File: src/rtl/cond_number_reg_path_unit_macros.svh
// ----------------------------------------------------------------------------
// Assertion macros for the condition-number path unit
// Shared clocked property forms; clk and rst are taken from the using module.
// ----------------------------------------------------------------------------
`ifndef COND_NUMBER_REG_PATH_UNIT_MACROS_SVH
`define COND_NUMBER_REG_PATH_UNIT_MACROS_SVH

// same-cycle implication
`define CNRP_ASSERT_IMPLY(lbl, ante, cons, msg) \
  lbl: assert property (@(posedge clk) disable iff (rst) (ante) |-> (cons)) \
    else $error(msg);

// next-cycle implication
`define CNRP_ASSERT_NEXT(lbl, ante, cons, msg) \
  lbl: assert property (@(posedge clk) disable iff (rst) (ante) |=> (cons)) \
    else $error(msg);

`endif

File: src/rtl/cnrp_pkg.sv
// ----------------------------------------------------------------------------
// cnrp_pkg
// Constants and shared types of the condition-number path unit.
// ----------------------------------------------------------------------------
package cnrp_pkg;

  localparam int MAX_DIM = 16;
  localparam int IDX_W   = $clog2(MAX_DIM);
  localparam int CNT_W   = $clog2(MAX_DIM + 1);
  localparam int EIG_W   = 32;
  localparam int SUM_W   = 40;
  localparam int Q_W     = 64;
  localparam int PTS_W   = 6;

  localparam logic [Q_W-1:0]   ALL_ONES  = '1;
  localparam logic [Q_W-1:0]   ONE_Q32   = 64'h0000_0001_0000_0000;
  localparam logic [Q_W-1:0]   RECIP_NUM = 64'h0001_0000_0000_0000;
  localparam logic [PTS_W-1:0] MAX_PTS   = 6'd63;

  // request to the shared multiply-divide unit: floor(a*b/c)
  typedef struct packed {
    logic           start;
    logic [Q_W-1:0] a;
    logic [Q_W-1:0] b;
    logic [Q_W-1:0] c;
  } md_req_t;

  typedef struct packed {
    logic           done;
    logic [Q_W-1:0] q;
  } md_rsp_t;

  // one path point from the walker
  typedef struct packed {
    logic           valid;
    logic [Q_W-1:0] cond;
    logic [Q_W-1:0] u;
    logic [Q_W-1:0] v;
    logic           last;
  } res_t;

endpackage

File: src/rtl/cnrp_muldiv.sv
// ----------------------------------------------------------------------------
// cnrp_muldiv
// Iterative floor(a*b/c): four 32x32 partial products, then a restoring
// divide at one quotient bit per cycle. Saturates to all ones.
// ----------------------------------------------------------------------------
`include "cond_number_reg_path_unit_macros.svh"

module cnrp_muldiv import cnrp_pkg::*; (
  input  logic    clk,
  input  logic    rst,
  input  md_req_t req,
  output md_rsp_t rsp
);

  typedef enum logic [3:0] {
    MD_IDLE = 4'b0001,
    MD_MUL  = 4'b0010,
    MD_CHK  = 4'b0100,
    MD_DIV  = 4'b1000
  } md_state_t;

  md_state_t        state;
  logic [Q_W-1:0]   a, b, c;
  logic [2:0]       step;
  logic [63:0]      pp;
  logic [1:0]       psh;
  logic [127:0]     prod;
  logic [Q_W-1:0]   rem, dlo, q;
  logic [5:0]       dcnt;
  logic             done;

  logic [31:0]      ai, bi;
  logic [127:0]     pp_sh;
  logic [Q_W:0]     rem65, diff65;
  logic             ge;

  always_comb begin
    ai = step[1] ? a[63:32] : a[31:0];
    bi = step[0] ? b[63:32] : b[31:0];
    case (psh)
      2'd0:    pp_sh = {64'b0, pp};
      2'd1:    pp_sh = {32'b0, pp, 32'b0};
      default: pp_sh = {pp, 64'b0};
    endcase
    rem65  = {rem, dlo[Q_W-1]};
    diff65 = rem65 - {1'b0, c};
    ge     = (rem65 >= {1'b0, c});
  end

  always_ff @(posedge clk) begin
    if (rst) begin
      state <= MD_IDLE;
      done  <= 1'b0;
    end else begin
      done <= 1'b0;
      case (state)
        MD_IDLE: begin
          if (req.start) begin
            a     <= req.a;
            b     <= req.b;
            c     <= req.c;
            prod  <= '0;
            step  <= '0;
            state <= MD_MUL;
          end
        end
        MD_MUL: begin
          if (step != 3'd0) prod <= prod + pp_sh;
          if (step != 3'd4) begin
            pp   <= ai * bi;
            psh  <= {step[1] & step[0], step[1] ^ step[0]};
            step <= step + 3'd1;
          end else begin
            state <= MD_CHK;
          end
        end
        MD_CHK: begin
          if (c == '0 || prod[127:64] >= c) begin
            q     <= ALL_ONES;
            done  <= 1'b1;
            state <= MD_IDLE;
          end else begin
            rem   <= prod[127:64];
            dlo   <= prod[63:0];
            dcnt  <= 6'd63;
            state <= MD_DIV;
          end
        end
        MD_DIV: begin
          rem  <= ge ? diff65[Q_W-1:0] : rem65[Q_W-1:0];
          q    <= {q[Q_W-2:0], ge};
          dlo  <= {dlo[Q_W-2:0], 1'b0};
          dcnt <= dcnt - 6'd1;
          if (dcnt == 6'd0) begin
            done  <= 1'b1;
            state <= MD_IDLE;
          end
        end
        default: state <= MD_IDLE;
      endcase
    end
  end

  assign rsp.done = done;
  assign rsp.q    = q;

  `CNRP_ASSERT_IMPLY(a_md_start_idle, req.start, state == MD_IDLE, "start while busy")
  `CNRP_ASSERT_NEXT(a_md_done_pulse, done, !done, "done longer than one cycle")
  `CNRP_ASSERT_IMPLY(a_md_zero_div, done && c == '0, q == ALL_ONES, "zero divisor not saturated")

endmodule

File: config.mk
export PLATFORM = sky130hd
export DESIGN_NAME = cnrp_muldiv
export DESIGN_NICKNAME = d
export VERILOG_FILES = /design/src/rtl/cnrp_pkg.sv /design/src/rtl/cnrp_muldiv.sv
export VERILOG_INCLUDE_DIRS = /design/src /design/src/rtl
export SDC_FILE = /design/constraint.sdc
export NUM_CORES = 2
export LEC_CHECK = 0
export BUFFER_PORTS_ARGS = -buffer_cell sky130_fd_sc_hd__buf_2
export CORE_ASPECT_RATIO = 2
export CORE_MARGIN = 5
export CORE_UTILIZATION = 65
export DETAILED_ROUTE_END_ITERATION = 8
export GPL_TIMING_DRIVEN = 0
export PLACE_DENSITY = 0.95
export SYNTH_ARGS = -nofsm -noshare
export SYNTH_HDL_FRONTEND = slang
export SYNTH_SLANG_ARGS = --single-unit
File: constraint.sdc
create_clock -name clk -period 42.9 [get_ports clk]
set_clock_uncertainty 0.05 [all_clocks]
set_input_delay 4.29 -clock clk [delete_from_list [all_inputs] [get_ports clk]]
set_output_delay 4.29 -clock clk [all_outputs]
set_load 0.05 [all_outputs]
==> out/metrics.csv, run 1 <==
stage,metric,value,unit
status,status,aborted with a tool error,
status,Failed at,5_1_grt,
status,Run Error,[ERROR GRT-0116] Global routing finished with congestion. Check the congestion regions in the DRC Viewer.,
synthesis,top cell type's share of synthesized area,25.8,%
placed_design,Placer Congestion,1.31,
cts,Resized Gates After CTS,0,
cts,buffer depth of the longest clock path,3,
synthesis,synth top area cells,"fa_1 26%, edfxtp_1 25%, ha_1 9.4%",
cts,CTS Buf Count,54,
cts,cts-stage hold buffer count,0,
placed_design,dpl hpwl,245000,um
global_route,vias in the first global route,74000,
synthesis,asr flop ratio synth,0,%
synthesis,Yosys warning count,0,
synthesis,mapped cell area,0.0696,mm^2
synthesis,"FF+latch count, synth",592,
die,Cell Rows,169,
synthesis,"Avg Cell Area, Syn",9.36,um^2
cts,clk root buf,clkbuf_16,
placed_design,cell total after placement,9106,
cts,H-tree levels,2,
cts,Post-CTS Setup Bufs,0,
synthesis,most common flop cell mapped by yosys,edfxtp_1,
synthesis,number of synthesized flops with an enable pin,587,
global_route,GR Util All Layers,64.8,%
synthesis,register area share after synthesis,25.5,%
placed_design,Place WS,30.03,ns
synthesis,Synth area leader,fa_1,
global_route,largest net degree at the start of global routing,37,
die,initial core utilization,65.5,%
die,Die X,241,um
synthesis,library cells used by synthesis,111,
synthesis,Synth Net Count,9051,
global_route,grt total ovfl,970,
die,I/O pins,260,
cts,clk sink count,592,
synthesis,Synth Instances,7436,
placed_design,port bufs,259,
global_route,first-pass GRT wire length,554000,um
die,Die H,473,um
metrics by stage:
step / area [um^2] / hold slack [ns] / util (%)
2_1_floorplan: 69600 / 0.434 / -
3_3_place_gp: 72600 / 0.443 / 68.4
3_5_place_dp: 73300 / 0.449 / 69.1
4_1_cts: 75200 / 0.459 / 70.9
cells in the mapped netlist, drive strengths merged (79+ instances only):
cell,n
nand2b,94
nand4,130
ha,522
clkbuf,320
o21bai,83
fa,898
o21ai,261
a21o,159
edfxtp,587
and2,79
nand2,934
xnor2,147
a21oi,422
inv,1034
mux2i,114
nor2,921
logic make-up after synthesis:
| kind of cell | after synthesis | synth area share [%] |
|---|---|---|
| DFF | 592 | 25.5 |
| muxes | 176 | 2.64 |
| and+or+nand+nor | 2410 | 15.0 |
| AOI/OAI and AO/OA | 1209 | 11.1 |
| buffers and inverters | 1404 | 7.71 |
| xor gates and xnor gates | 225 | 2.83 |
| adders and majority gates | 1420 | 35.2 |
per-layer routing:
metal,GRT overflow,GRT usage (%)
met1,11,60.8
met2,588,86.6
met3,21,44.8
met4,338,67.7
met5,12,17.1
==> run 2: changes to the inputs <==
CORE_ASPECT_RATIO = unset   (was 2)
CORE_UTILIZATION = 40   (was 65)
PLACE_DENSITY = unset   (was 0.95)
PLACE_DENSITY_LB_ADDON = 0.15   (was unset)
==> out/metrics.csv, run 2 <==
stage,metric,value,unit,change
detailed_routing,routed len/inst,26.6,um,
die,core area,0.173,mm^2,
sta,TNS Setup,0,ns,
synthesis,number of synthesized flops with an enable pin,587,,unchanged
placed_design,Placer Congestion,1.00,,was 1.31
die,initial core utilization,40.1,%,was 65.5%
cts,"Clk Latency, worst-skew pair",0.71,ns,
die,Cell Rows,153,,was 169
global_route,vias in the first global route,57600,,
sta,# setup viols final,0,,
synthesis,library cells used by synthesis,111,,unchanged
global_route,GR Util met2,46.9,%,
synthesis,"FF+latch count, synth",592,,unchanged
sta,unrepaired setup endpoints after global routing,no,,
detailed_routing,First-pass DRT Iterations,8,,
finish,"commonest cells after routing, fill and taps aside","1,034 x inv_1, 934 x nand2_1, 920 x nor2_1, 898 x fa_1, 587 x edfxtp_1",,
finish,Final nets,9444,,
worst_setup_path,crit path kind,flop to flop,,
finish,"commonest non-fill, non-tap cell in the layout",inv_1,,
sta,fin crit share,29.0,%,
global_route,grt total ovfl,0,,
detailed_routing,post-route ant nets,0,,
detailed_routing,DR vias,56600,,
min_path,HP Class,flop to flop,,
die,full die area,0.182,mm^2,
sta,max-slew violations,0,,
worst_setup_path,endpoint class of the critical path,flop,,
detailed_routing,Starting DRT DRC Count,5063,,
worst_setup_path,Top delay family on crit path,adder cells,,
synthesis,top cell type's share of synthesized area,25.8,%,unchanged
synthesis,synth top area cells,"fa_1 26%, edfxtp_1 25%, ha_1 9.4%",,unchanged
detailed_routing,DR DRC count,0,,
sta,Worst-Margin Slew,1.47,ns,
synthesis,mapped cell area,0.0696,mm^2,unchanged
cts,buffer depth of the longest clock path,3,,unchanged
cts,Resized Gates After CTS,0,,unchanged
worst_setup_path,Crit-path slowest cell,mux2i_1,,
worst_setup_path,Critical Path AT,12.81,ns,
placed_design,port bufs,259,,unchanged
worst_setup_path,CP max stage delay,0.96,ns,
synthesis,Synth area leader,fa_1,,unchanged
synthesis,Synth Instances,7436,,unchanged
sta,Fmax achieved,0.0804,GHz,
global_route,GR Util All Layers,29.5,%,
cts,TritonCTS clock tree,yes,,
placed_design,dpl hpwl,225000,um,"was 245,000 um"
global_route,Global Route met3 Usage,6.33,%,
synthesis,most common cell in the netlist,inv_1,,unchanged
finish,fin util,44.6,%,
finish,layout cell share with drive strength beyond 1,8.19,%,
synthesis,register area share after synthesis,25.5,%,unchanged
sta,hold_ws,0.451,ns,
die,I/O pins,260,,unchanged
global_route,met1 Track Usage GR,36.9,%,
status,failing checks,max-capacitance violations,,
synthesis,Synth Net Count,9051,,unchanged
cts,Clock Pin Slew Worst Setup and Hold Paths,0.06,ns,
die,Die H,427,um,was 473 um
detailed_routing,Via density,5.53,,
worst_setup_path,Worst setup SP type,flop,,
global_route,Most Crowded Layer GR,met2,,
global_route,largest net degree at the start of global routing,34,,
run,number of max-cap violations,1,,
worst_setup_path,Buf/Inv on CP,8,,
synthesis,Post-synth top cells,"1,034 x inv_1, 934 x nand2_1, 920 x nor2_1, 898 x fa_1, 587 x edfxtp_1",,unchanged
worst_setup_path,CP dominant cell by count,fa_1,,
die,Die X,427,um,was 241 um
finish,Largest Register,prod,,
detailed_routing,final wirelength,272000,um,
worst_setup_path,Worst Path Max Fanout,10,,
cts,Post-CTS Setup Bufs,0,,unchanged
sta,Rel. slew slack,1.12,%,
synthesis,Yosys warning count,0,,unchanged
finish,max reg flops,128,,
sta,Final Hold Vio Count,0,,
worst_setup_path,"Req. time, crit path",43.27,ns,
status,status,finished with violations,,was aborted with a tool error
synthesis,"Avg Cell Area, Syn",9.36,um^2,unchanged
global_route,initial antenna violation count,10,,
finish,Area Overhead vs Synth,11.1,%,
cts,clk sink count,592,,unchanged
cts,cts-stage hold buffer count,0,,unchanged
cts,CTS Buf Count,77,,was 54
sta,min cycle time layout,12.44,ns,
finish,multi-input logic area,0.0466,mm^2,
cts,clk root buf,clkbuf_16,,unchanged
synthesis,asr flop ratio synth,0,%,unchanged
finish,FF+latch area,0.0177,mm^2,
global_route,first-pass GRT wire length,390000,um,
synthesis,most common flop cell mapped by yosys,edfxtp_1,,unchanged
finish,# fillers,17200,,
cts,H-tree levels,3,,was 2
-- run 2: cell counts after synthesis --
Identical to the previous run, type by type.
-- run 2: cells by family (layout without fill, tap and decap cells) --
kind of cell / after synthesis / count (layout) / synth area share [%]
AOI/OAI and AO/OA: 1209 / 1209 / 11.1
DFF: 592 / 592 / 25.5
and+or+nand+nor: 2410 / 2410 / 15.0
muxes: 176 / 176 / 2.64
buffers and inverters: 1404 / 1859 / 7.71
xor gates and xnor gates: 225 / 225 / 2.83
other: 0 / 14 / 0
adders and majority gates: 1420 / 1420 / 35.2
-- run 2: final cells by class --
| class | instances | share of cell area, % |
|---|---|---|
| antenna | 14 | 0.0453 |
| buffer | 370 | 1.93 |
| clock buffer | 84 | 2.53 |
| clock inverter | 57 | 0.788 |
| inverter | 1034 | 5.02 |
| multi-input combinational | 5440 | 60.3 |
| sequential | 592 | 22.9 |
| tap | 2325 | 3.76 |
| timing repair buffer | 314 | 2.67 |
-- run 2: worst paths after layout --
path	from	to	slack [ns]	cells past startpoint
worst max-delay path	step[0]	pp[63]	30.46	30
worst min-delay path	dlo[27]	dlo[28]	0.45	2
worst max register to register	step[0]	pp[63]	30.46	30
worst min register to register	dlo[27]	dlo[28]	0.45	2
-- run 2: metal layers --
metal / share of wire [%] / wire (um) / vias up
met5: 0.0048 / 13 / -
met4: 7.4 / 20200 / 2
met3: 8.0 / 21700 / 635
met2: 45 / 122000 / 2482
met1: 40 / 108000 / 28200
li1: - / - / 25300
-- run 2: stage by stage --
step	worst slack, ns	area, um^2	instances
after floorplan	24.57	69600	7436
after global placement	16.56	73800	10000
after detailed placement	30.21	74700	10100
after CTS	30.18	77300	10200
after global routing	29.97	77300	10200
final	30.46	77300	10200
-- run 2: worst reg2reg max path: cells and delay by family, from the launching register on --
kind	cells	cell delay (ns)
XOR/XNOR	1	0.08
adder cells (fa/ha/maj)	9	4.63
multiplexers	1	1.01
buffers and inverters	8	3.20
AO/OA/AOI/OAI	7	2.06
AND/OR/NAND/NOR	4	0.80
flip-flops	1	0.35
Power of run 2 is left out: the tool's default activity adds up to more than one toggle a clock period on the data nets, which glitch-free logic cannot reach.
