==> src/rtl/cond_number_reg_path_unit_macros.svh <==
// ----------------------------------------------------------------------------
// Assertion macros for the condition-number path unit
// Shared clocked property forms; clk and rst are taken from the using module.
// ----------------------------------------------------------------------------
`ifndef COND_NUMBER_REG_PATH_UNIT_MACROS_SVH
`define COND_NUMBER_REG_PATH_UNIT_MACROS_SVH

// same-cycle implication
`define CNRP_ASSERT_IMPLY(lbl, ante, cons, msg) \
  lbl: assert property (@(posedge clk) disable iff (rst) (ante) |-> (cons)) \
    else $error(msg);

// next-cycle implication
`define CNRP_ASSERT_NEXT(lbl, ante, cons, msg) \
  lbl: assert property (@(posedge clk) disable iff (rst) (ante) |=> (cons)) \
    else $error(msg);

`endif

==> src/rtl/cnrp_pkg.sv <==
// ----------------------------------------------------------------------------
// cnrp_pkg
// Constants and shared types of the condition-number path unit.
// ----------------------------------------------------------------------------
package cnrp_pkg;

  localparam int MAX_DIM = 16;
  localparam int IDX_W   = $clog2(MAX_DIM);
  localparam int CNT_W   = $clog2(MAX_DIM + 1);
  localparam int EIG_W   = 32;
  localparam int SUM_W   = 40;
  localparam int Q_W     = 64;
  localparam int PTS_W   = 6;

  localparam logic [Q_W-1:0]   ALL_ONES  = '1;
  localparam logic [Q_W-1:0]   ONE_Q32   = 64'h0000_0001_0000_0000;
  localparam logic [Q_W-1:0]   RECIP_NUM = 64'h0001_0000_0000_0000;
  localparam logic [PTS_W-1:0] MAX_PTS   = 6'd63;

  // request to the shared multiply-divide unit: floor(a*b/c)
  typedef struct packed {
    logic           start;
    logic [Q_W-1:0] a;
    logic [Q_W-1:0] b;
    logic [Q_W-1:0] c;
  } md_req_t;

  typedef struct packed {
    logic           done;
    logic [Q_W-1:0] q;
  } md_rsp_t;

  // one path point from the walker
  typedef struct packed {
    logic           valid;
    logic [Q_W-1:0] cond;
    logic [Q_W-1:0] u;
    logic [Q_W-1:0] v;
    logic           last;
  } res_t;

endpackage

==> src/rtl/cnrp_walk.sv <==
// ----------------------------------------------------------------------------
// cnrp_walk
// Eigenvalue memory, load accounting and the path-walk sequencer.
// ----------------------------------------------------------------------------
`include "cond_number_reg_path_unit_macros.svh"

module cnrp_walk import cnrp_pkg::*; (
  input  logic             clk,
  input  logic             rst,
  input  logic             in_valid,
  output logic             in_ready,
  input  logic [EIG_W-1:0] eig_in,
  input  logic             last_in,
  output res_t             res,
  input  logic             res_ready,
  output md_req_t          md_req,
  input  md_rsp_t          md_rsp
);

  typedef enum logic [22:0] {
    ST_LOAD     = 23'h000001,
    ST_MEAN_GO  = 23'h000002,
    ST_MEAN_W   = 23'h000004,
    ST_SRCH_RD  = 23'h000008,
    ST_SRCH_GO  = 23'h000010,
    ST_SRCH_W   = 23'h000020,
    ST_SRCH_END = 23'h000040,
    ST_TAIL     = 23'h000080,
    ST_START_PT = 23'h000100,
    ST_STEP     = 23'h000200,
    ST_HB_GO    = 23'h000400,
    ST_HB_W     = 23'h000800,
    ST_HA_RD    = 23'h001000,
    ST_HA_GO    = 23'h002000,
    ST_HA_W     = 23'h004000,
    ST_T1       = 23'h008000,
    ST_T1_W     = 23'h010000,
    ST_T2       = 23'h020000,
    ST_T2_W     = 23'h040000,
    ST_UPD      = 23'h080000,
    ST_K_W      = 23'h100000,
    ST_K_OUT    = 23'h200000,
    ST_FIN      = 23'h400000
  } walk_state_t;

  walk_state_t      state;
  logic [EIG_W-1:0] mem [MAX_DIM];
  logic [EIG_W-1:0] rd_data;
  logic [IDX_W-1:0] rd_addr;

  logic [CNT_W-1:0] cnt, zcnt, lo, beta;   // lo = alpha + 1
  logic [SUM_W-1:0] sum, head, tail;
  logic [Q_W-1:0]   u, v, h_top, v_left, u_new, v_new, kval;
  logic [EIG_W-1:0] ea, eb;
  logic [PTS_W-1:0] npts;

  logic [EIG_W-1:0] eig_st;
  logic [CNT_W-1:0] lo_m1, rank;
  logic [Q_W-1:0]   dv, du;
  logic             step_ok;

  always_comb begin
    eig_st  = (eig_in == '0) ? EIG_W'(1) : eig_in;
    lo_m1   = lo - CNT_W'(1);
    rank    = cnt - zcnt;
    dv      = (h_top > v) ? h_top - v : '0;
    du      = (u > v_left) ? u - v_left : '0;
    step_ok = (lo != '0) && (beta < rank) && (beta < CNT_W'(MAX_DIM)) && (npts < MAX_PTS);
    rd_addr = (state == ST_STEP) ? beta[IDX_W-1:0] : lo_m1[IDX_W-1:0];
  end

  // eigenvalue memory
  always_ff @(posedge clk) begin
    if (state == ST_LOAD && in_valid && cnt < CNT_W'(MAX_DIM)) begin
      mem[cnt[IDX_W-1:0]] <= eig_st;
    end
    rd_data <= mem[rd_addr];
  end

  assign in_ready = (state == ST_LOAD);

  always_comb begin
    md_req = '0;
    case (state)
      ST_MEAN_GO: begin
        md_req.start = 1'b1;
        md_req.a     = Q_W'(cnt);
        md_req.b     = RECIP_NUM;
        md_req.c     = Q_W'(sum);
      end
      ST_SRCH_GO, ST_HB_GO, ST_HA_GO: begin
        md_req.start = 1'b1;
        md_req.a     = Q_W'(1);
        md_req.b     = RECIP_NUM;
        md_req.c     = Q_W'(rd_data);
      end
      ST_T1: begin
        md_req.start = (head != '0);
        md_req.a     = Q_W'(tail);
        md_req.b     = dv;
        md_req.c     = Q_W'(head);
      end
      ST_T2: begin
        md_req.start = 1'b1;
        md_req.a     = Q_W'(head);
        md_req.b     = du;
        md_req.c     = Q_W'(tail);
      end
      ST_UPD: begin
        md_req.start = 1'b1;
        md_req.a     = v_new;
        md_req.b     = ONE_Q32;
        md_req.c     = u_new;
      end
      default: md_req = '0;
    endcase
  end

  always_comb begin
    res = '0;
    case (state)
      ST_START_PT: begin
        res.valid = 1'b1;
        res.cond  = ONE_Q32;
        res.u     = u;
        res.v     = v;
      end
      ST_K_OUT: begin
        res.valid = 1'b1;
        res.cond  = kval;
        res.u     = u;
        res.v     = v;
      end
      ST_FIN: begin
        res.valid = 1'b1;
        res.cond  = ALL_ONES;
        res.u     = u;
        res.v     = ALL_ONES;
        res.last  = 1'b1;
      end
      default: res = '0;
    endcase
  end

  always_ff @(posedge clk) begin
    if (rst) begin
      state <= ST_LOAD;
      cnt   <= '0;
      zcnt  <= '0;
      sum   <= '0;
      lo    <= '0;
      beta  <= '0;
      head  <= '0;
      tail  <= '0;
      u     <= '0;
      v     <= '0;
      npts  <= '0;
    end else begin
      case (state)
        ST_LOAD: begin
          if (in_valid) begin
            if (cnt < CNT_W'(MAX_DIM)) begin
              cnt <= cnt + CNT_W'(1);
              sum <= sum + SUM_W'(eig_st);
              if (eig_in == '0) zcnt <= zcnt + CNT_W'(1);
            end
            if (last_in) state <= ST_MEAN_GO;
          end
        end
        ST_MEAN_GO: begin
          lo    <= CNT_W'(1);
          head  <= '0;
          state <= ST_MEAN_W;
        end
        ST_MEAN_W: begin
          if (md_rsp.done) begin
            u     <= md_rsp.q;
            v     <= md_rsp.q;
            state <= ST_SRCH_RD;
          end
        end
        ST_SRCH_RD: state <= (lo < cnt) ? ST_SRCH_GO : ST_SRCH_END;
        ST_SRCH_GO: begin
          ea    <= rd_data;
          state <= ST_SRCH_W;
        end
        ST_SRCH_W: begin
          if (md_rsp.done) begin
            if (u > md_rsp.q) begin
              head  <= head + SUM_W'(ea);
              lo    <= lo + CNT_W'(1);
              state <= ST_SRCH_RD;
            end else begin
              state <= ST_SRCH_END;
            end
          end
        end
        ST_SRCH_END: state <= ST_TAIL;
        ST_TAIL: begin
          tail  <= sum - head - SUM_W'(rd_data);
          beta  <= lo;
          state <= ST_START_PT;
        end
        ST_START_PT: begin
          if (res_ready) begin
            npts  <= PTS_W'(1);
            state <= ST_STEP;
          end
        end
        ST_STEP: state <= step_ok ? ST_HB_GO : ST_FIN;
        ST_HB_GO: begin
          eb    <= rd_data;
          state <= ST_HB_W;
        end
        ST_HB_W: begin
          if (md_rsp.done) begin
            h_top <= md_rsp.q;
            state <= ST_HA_RD;
          end
        end
        ST_HA_RD: state <= ST_HA_GO;
        ST_HA_GO: begin
          ea    <= rd_data;
          state <= ST_HA_W;
        end
        ST_HA_W: begin
          if (md_rsp.done) begin
            v_left <= md_rsp.q;
            state  <= ST_T1;
          end
        end
        ST_T1: state <= (head == '0) ? ST_T2 : ST_T1_W;
        ST_T1_W: begin
          if (md_rsp.done) begin
            // horizontal point left of the vertical edge falls back to it
            if (md_rsp.q > u || (u - md_rsp.q) < v_left) begin
              state <= ST_T2;
            end else begin
              u_new <= u - md_rsp.q;
              v_new <= h_top;
              state <= ST_UPD;
            end
          end
        end
        ST_T2: state <= ST_T2_W;
        ST_T2_W: begin
          if (md_rsp.done) begin
            u_new <= v_left;
            v_new <= (md_rsp.q > ~v) ? ALL_ONES : v + md_rsp.q;
            state <= ST_UPD;
          end
        end
        ST_UPD: begin
          if (u_new == v_left) begin
            head <= head - SUM_W'(ea);
            lo   <= lo_m1;
          end
          if (v_new == h_top) begin
            tail <= tail - SUM_W'(eb);
            beta <= beta + CNT_W'(1);
          end
          u     <= u_new;
          v     <= v_new;
          state <= ST_K_W;
        end
        ST_K_W: begin
          if (md_rsp.done) begin
            kval  <= md_rsp.q;
            state <= ST_K_OUT;
          end
        end
        ST_K_OUT: begin
          if (res_ready) begin
            npts  <= npts + PTS_W'(1);
            state <= ST_STEP;
          end
        end
        ST_FIN: begin
          if (res_ready) begin
            cnt   <= '0;
            zcnt  <= '0;
            sum   <= '0;
            lo    <= '0;
            beta  <= '0;
            head  <= '0;
            tail  <= '0;
            u     <= '0;
            v     <= '0;
            npts  <= '0;
            state <= ST_LOAD;
          end
        end
        default: state <= ST_LOAD;
      endcase
    end
  end

  `CNRP_ASSERT_IMPLY(a_lo_range, 1'b1, lo <= cnt, "lower index past loaded count")
  `CNRP_ASSERT_IMPLY(a_beta_range, 1'b1, beta <= CNT_W'(MAX_DIM) + CNT_W'(1), "upper index out of range")
  `CNRP_ASSERT_NEXT(a_clear_after_set, res.valid && res_ready && res.last, cnt == '0 && state == ST_LOAD, "state not cleared after set")

endmodule

==> config.mk <==
export PLATFORM = sky130hd
export DESIGN_NAME = cnrp_walk
export DESIGN_NICKNAME = d
export VERILOG_FILES = /design/src/rtl/cnrp_pkg.sv /design/src/rtl/cnrp_walk.sv
export VERILOG_INCLUDE_DIRS = /design/src /design/src/rtl
export SDC_FILE = /design/constraint.sdc
export NUM_CORES = 2
export LEC_CHECK = 0
export BUFFER_PORTS_ARGS = -buffer_cell sky130_fd_sc_hd__buf_2
export CAP_MARGIN = 20
export CORE_UTILIZATION = 35
export DETAILED_ROUTE_END_ITERATION = 6
export GPL_TIMING_DRIVEN = 0
export MAX_ROUTING_LAYER = met4
export PLACE_DENSITY = 0.58
export SYNTH_ARGS = -nofsm -noshare
export SYNTH_HDL_FRONTEND = slang
export SYNTH_SLANG_ARGS = --single-unit
==> constraint.sdc <==
create_clock -name clk -period 16.65 [get_ports clk]
set_clock_uncertainty 0.1 [all_clocks]
set_input_delay 0.8325 -clock clk [delete_from_list [all_inputs] [get_ports clk]]
set_output_delay 0.8325 -clock clk [all_outputs]
set_load 0.02 [all_outputs]
After elaboration in Yosys (flattened, before gate mapping). Memory sizes are Yosys's and may differ from the RTL's. A register that Yosys moved wholly into a read port is not among the register bits. Index checks and enable logic that the tools add are counted.

RAM bits: 512. Memories kept: 1. Bits of input ports: 102. Output and inout bits: 388. Logic and storage cells: 192. Flip-flop bits (word level): 681.

Memories: mem (words 16, bits a word 32, read ports 1, clocked after Yosys merged registers in 1, wr ports 1, line cnrp_walk.sv:47) `logic [EIG_W-1:0] mem [MAX_DIM];`.

Bitwise logic cells: 2. $lt $le $gt $ge: 11. Reductions and logical operators: 32. Add/subtract/negate cells: 17. Mux-type cells: 67. Equal/unequal tests: 44.

Operators by type and width (number): 193-bit one-hot mux with 5 select lines (1); 64-bit two-way mux (11); 193-bit one-hot mux with 3 select lines (1); 23-bit one-hot mux with 22 select lines (1); 64-bit one-hot mux with 3 select lines (2); 64-bit greater-than comparator (5); 40-bit two-way mux (7); 23-bit two-way mux (12); 64-bit one-hot mux with 2 select lines (2); 64-bit subtractor (3); 40-bit one-hot mux with 4 select lines (1); 64-bit equality test (2); 40-bit one-hot mux with 3 select lines (1); 40-bit by 32-bit subtractor with 40-bit output (3); 40-bit by 32-bit adder with 40-bit output (2); 40-bit one-hot mux with 2 select lines (1); 64-bit adder (1); 64-bit < comparator (1); 64-bit inverter (1); 5-bit two-way mux (10); 40-bit logical NOT (1); 40-bit nonzero test (1); 40-bit subtractor (1); 32-bit logical NOT (1); 57 further kinds (101).

Logic depth before layout (Yosys ltp).
Depth after elaboration: 7. Gate-level depth with buffers: 24.

Worst setup path after synthesis. OpenSTA, ideal clock, no wires.

Path kind: input to register. From: in md_rsp[0] in the netlist's numbering. To: reg u_new[0] (enable). Path buffers: 0. Library setup time: 503 ps. Arrival time: 7552 ps. Path slack: 8495 ps. Stages on the path: 20. Path through: ha_1 inv_1 fa_1 a211oi_1 o211ai_1 a31oi_1 o31a_1 o21ai_1 a21oi_1 a2bb2oi_1 a31oi_1 a21oi_1 xnor2_1 ha_1 nand4_1 nor2_1 nand2_1 or3_1 o221ai_1 and3b_1.

Word-level cells in the longest chain between the ends: 5. Elaborated cells between the ends (all ways): 6.

RTL lines: from (decl) (line cnrp_walk.sv:17) `input md_rsp_t md_rsp`; 64-bit subtractor (line cnrp_walk.sv:236) `if (md_rsp.q > u || (u - md_rsp.q) < v_left) begin`; 64-bit < comparator (line cnrp_walk.sv:236); 1-bit logical OR * (line cnrp_walk.sv:236); 2-bit != test (no line) *; 5-bit AND reduction (no line) *; to (signal assigned) (line cnrp_walk.sv:239) `u_new <= u - md_rsp.q;`; to (signal assigned) (line cnrp_walk.sv:248) `u_new <= v_left;`; to (decl) (line cnrp_walk.sv:53) `logic [Q_W-1:0] u, v, h_top, v_left, u_new, v_new, kval;`.

Every way passes the cells marked *; elsewhere a longest branch is shown, timed or not. A chain may end at the register's enable or synchronous reset.

Worst setup path after layout.
From: reg u[0]. To: reg v_new[5] (enable).

Word-level cells in the longest chain between the ends: 5. Elaborated cells between the ends (all ways): 6.

RTL lines: from (decl) (line cnrp_walk.sv:53); from (signal assigned) (line cnrp_walk.sv:177) `u <= md_rsp.q;`; from (signal assigned) (line cnrp_walk.sv:262) `u <= u_new;`; 64-bit subtractor (line cnrp_walk.sv:236); 64-bit < comparator (line cnrp_walk.sv:236); 1-bit logical OR * (line cnrp_walk.sv:236); 2-bit != test (no line) *; 5-bit AND reduction (no line) *; to (signal assigned) (line cnrp_walk.sv:240) `v_new <= h_top;`; to (signal assigned) (line cnrp_walk.sv:249) `v_new <= (md_rsp.q > ~v) ? ALL_ONES : v + md_rsp.q;`; to (decl) (line cnrp_walk.sv:53).

Marks and branches as above.

==> reports/qor.yml <==
status: "finished, violations left"
violations: "slew limit"
grt_usage_pct: 35.2
worstPathMaxFanout: 50
grt_setup_unrepaired: "false"
start_util_pct: 35.3
swShare_pct: 29.0
num-fill-cells: 22174
die_h_um: 474
io_buffers: 488
slew_headroom_pct: -2.14
p_switching_mw: 2.27
layout_min_cycle_time_ps: 8390
clkPwrFrac_pct: 42.6
vias: 72487
use_met1_pct: 40.3
layout-drive-gt1-share_pct: 10.8
grt_pass1_wl_um: 537000
yosys.area_share.simple_pct: 17.4
num-nets-final: 9843
die_x_um: 474
drtIter0Drc: 8034
ys_types: 105
synth_cells: 8489
fmax_mhz: 119
cts_resized: 0
setup_viol: 0
powerDensity_mw_per_mm2: 86.5
ys_async_sr_fraction_pct: 0
cts_tree: "yes"
num_rows: 172
synth.area.mux_share_pct: 0.478
drc: 0
gp_congestion: 1.06
ys_warn_count: 0
cts_sinks: 1225
core_area_mm2: 0.221
grt_util_met2_pct: 56.2
tns_ps: 0
path_class: "reg -> reg"
syn-num-nets: 9125
cts_root_buf: "clkbuf_16"
ys_seq_elements: 1225
pwr-share-seq_pct: 43.5
period_share_pct: 50.4
finalPower_mw: 7.83
grt-ovfl-total: 0
ir_drop_mv: 0.111
dr.pass1.iters: 6
start_kind: "flop"
postRouteAntennaNets: 0
p_comb_share_pct: 13.9
drv_slew: 2
synthAdderAreaFrac_pct: 8.96
drt-wirelength-per-cell_um: 32.0
stdcell_area_mm2: 0.0905
first_global_vias: 69718
grt_max_degree: 51
cts_setup_buffers: 0
tightestPinTransition_ps: 1530
area_growth_syn_to_layout_pct: 16.1
clk_path_buf_depth: 3
io-pin-count: 490
netlist_area_mm2: 0.0779
ff_latch_area_mm2: 0.0335
p_leak_nw: 37.1
hp-class: "in -> reg"
numCtsBuffers: 149
cp-end-kind: "flop"
synth-edff-count: 896
via_per_inst: 5.89
ys_seq_area_share_pct: 43.0
multiInputGateArea_mm2: 0.0408
htreeDepth: 4
postCtsHoldBufs: 0
required_ps: 17050
hold_viol: 0
synth_top_family_by_area: "compound AO/OA/AOI/OAI gates"
routed_wl_um: 394000
crit_arrival_ps: 8790
postPlaceCellArea_mm2: 0.0854
clkTransAtPathRegs_ps: 60
ys_dominant_reg_cell: "edfxtp_1"
synth_compound_area_share_pct: 19.2
die-area_mm2: 0.225
met3_usage_pct: 5.26
cap_viol_max_count: 0
grt.busiest_layer: "met2"
syn-mean-instance-area_um2: 9.18
hpwl_um: 322000
synth_xor_area_share_pct: 6.11
antenna_found_initial: 40
intPower_mw: 5.55
clock_latency_ps: 860
==> cell families after synthesis <==
kind of cell	Yosys count
and+or+nand+nor	2925
muxes	35
xor gates and xnor gates	544
buffers and inverters	982
adders and majority gates	534
AOI/OAI and AO/OA	2244
DFF	1225
==> sequential cells by signal (all words and copies together) (netlist names) <==
register  cells
beta          5
cnt           5
ea           32
eb           32
h_top        64
head         40
kval         64
lo            5
mem         512
npts          6
rd_data      32
state        23
sum          40
tail         40
u            64
u_new        64
v            64
v_left       64
v_new        64
zcnt          5
==> layout make-up <==
cell class                 instances  area share, %
sequential                      1225           37.0
multi-input combinational       6282           45.1
timing repair buffer             567           4.02
inverter                         491           2.04
clock inverter                    86           1.07
antenna                           22         0.0608
buffer                           491           2.16
clock buffer                     188           4.44
tap                             2958           4.09
==> path summary, 6_finish.rpt <==
path | endpoint | start | cells after the start | slack (ps)
max | v_new[5] | u[0] | 22 | 8260
min | h_top[26] | md_rsp[26] | 1 | 300
max reg2reg | v_new[5] | u[0] | 22 | 8260
min reg2reg | sum[37] | sum[37] | 2 | 400
==> cell usage after synthesis (all sizes together), types with 40 or more instances <==
cell type,instances,share of area (%)
nor3,111,0.74
nand2b,52,0.43
nor4,82,0.73
fa,40,1.0
nor2,584,2.8
buf,109,0.65
dfxtp,329,8.5
nand2,1173,5.7
nor2b,47,0.38
o21bai,64,0.62
o21a,61,0.59
xor2,240,2.7
a21oi,546,3.5
a22oi,190,1.8
a21o,246,2.4
nand3,409,2.6
ha,494,7.9
o21ai,328,2.1
nand4,126,1.0
clkbuf,382,1.8
a31oi,138,1.1
and2,141,1.1
a311oi,57,0.64
a211oi,197,1.9
inv,491,2.4
xnor2,304,3.4
o22ai,68,0.55
and3,71,0.57
edfxtp,896,35
==> routing by layer <==
metal	up-vias	part of all wire (%)
met1	35564	38
met4	0	8.4
met2	3526	46
met3	900	7.2
li1	32497	-
met5	-	0
==> power by group through the flow <==
stage	sequential, mW	clock, mW	combinational, mW
finish	3.40	3.33	1.09
global route	3.40	3.47	1.17
CTS	3.40	3.36	1.07
detailed placement	3.46	0	1.07
global placement	3.47	0	1.05
floorplan	3.41	0	0.704
==> metrics by stage <==
| step | instances | util, % | hold slack, ps | worst slack [ps] |
|---|---|---|---|---|
| floorplan | 8489 | - | 347 | 8500 |
| global placement | 11935 | 38.1 | 369 | 3670 |
| detailed placement | 12005 | 38.7 | 388 | 8010 |
| CTS | 12279 | 41.0 | 258 | 8430 |
| global route | 12301 | 41.0 | 278 | 8230 |
| finish | 12310 | 41.0 | 302 | 8260 |
==> cells in the final DEF (no fill, tap or decap), types with 57 or more instances in the layout <==
master     instances
o21bai_1          64
nor2_1           567
and3_1            71
nor4_1            75
xnor2_1          304
inv_1            487
buf_2            568
o22ai_1           68
xor2_1           240
clkbuf_1         394
a211oi_1         196
clkbuf_16        149
nand2_1         1171
a21o_1           245
nand3_1          408
o21ai_0          295
and2_1           139
dfxtp_1          329
a311oi_1          57
nand4_1          125
a31oi_1          137
ha_1             494
a22oi_1          190
edfxtp_1         896
a21oi_1          543
nor3_1           101
o21a_1            61
==> worst max-delay path, cell delays in order (launching register included) <==
cell and delay (ps):
dfxtp_1 310, inv_1 400, ha_1 260, inv_1 70, fa_1 450, a211oi_1 330
o211ai_1 170, a31oi_1 750, o31a_1 300, o21ai_1 150, a21oi_1 720, a2bb2oi_1 550
a31oi_1 310, a21oi_1 240, xnor2_1 160, ha_1 330, nand4_1 140, nor2_1 180
nand2_1 110, or3_1 380, o221ai_1 390, and3b_4 820, buf_16 330
(Power assumes the default switching activity.)
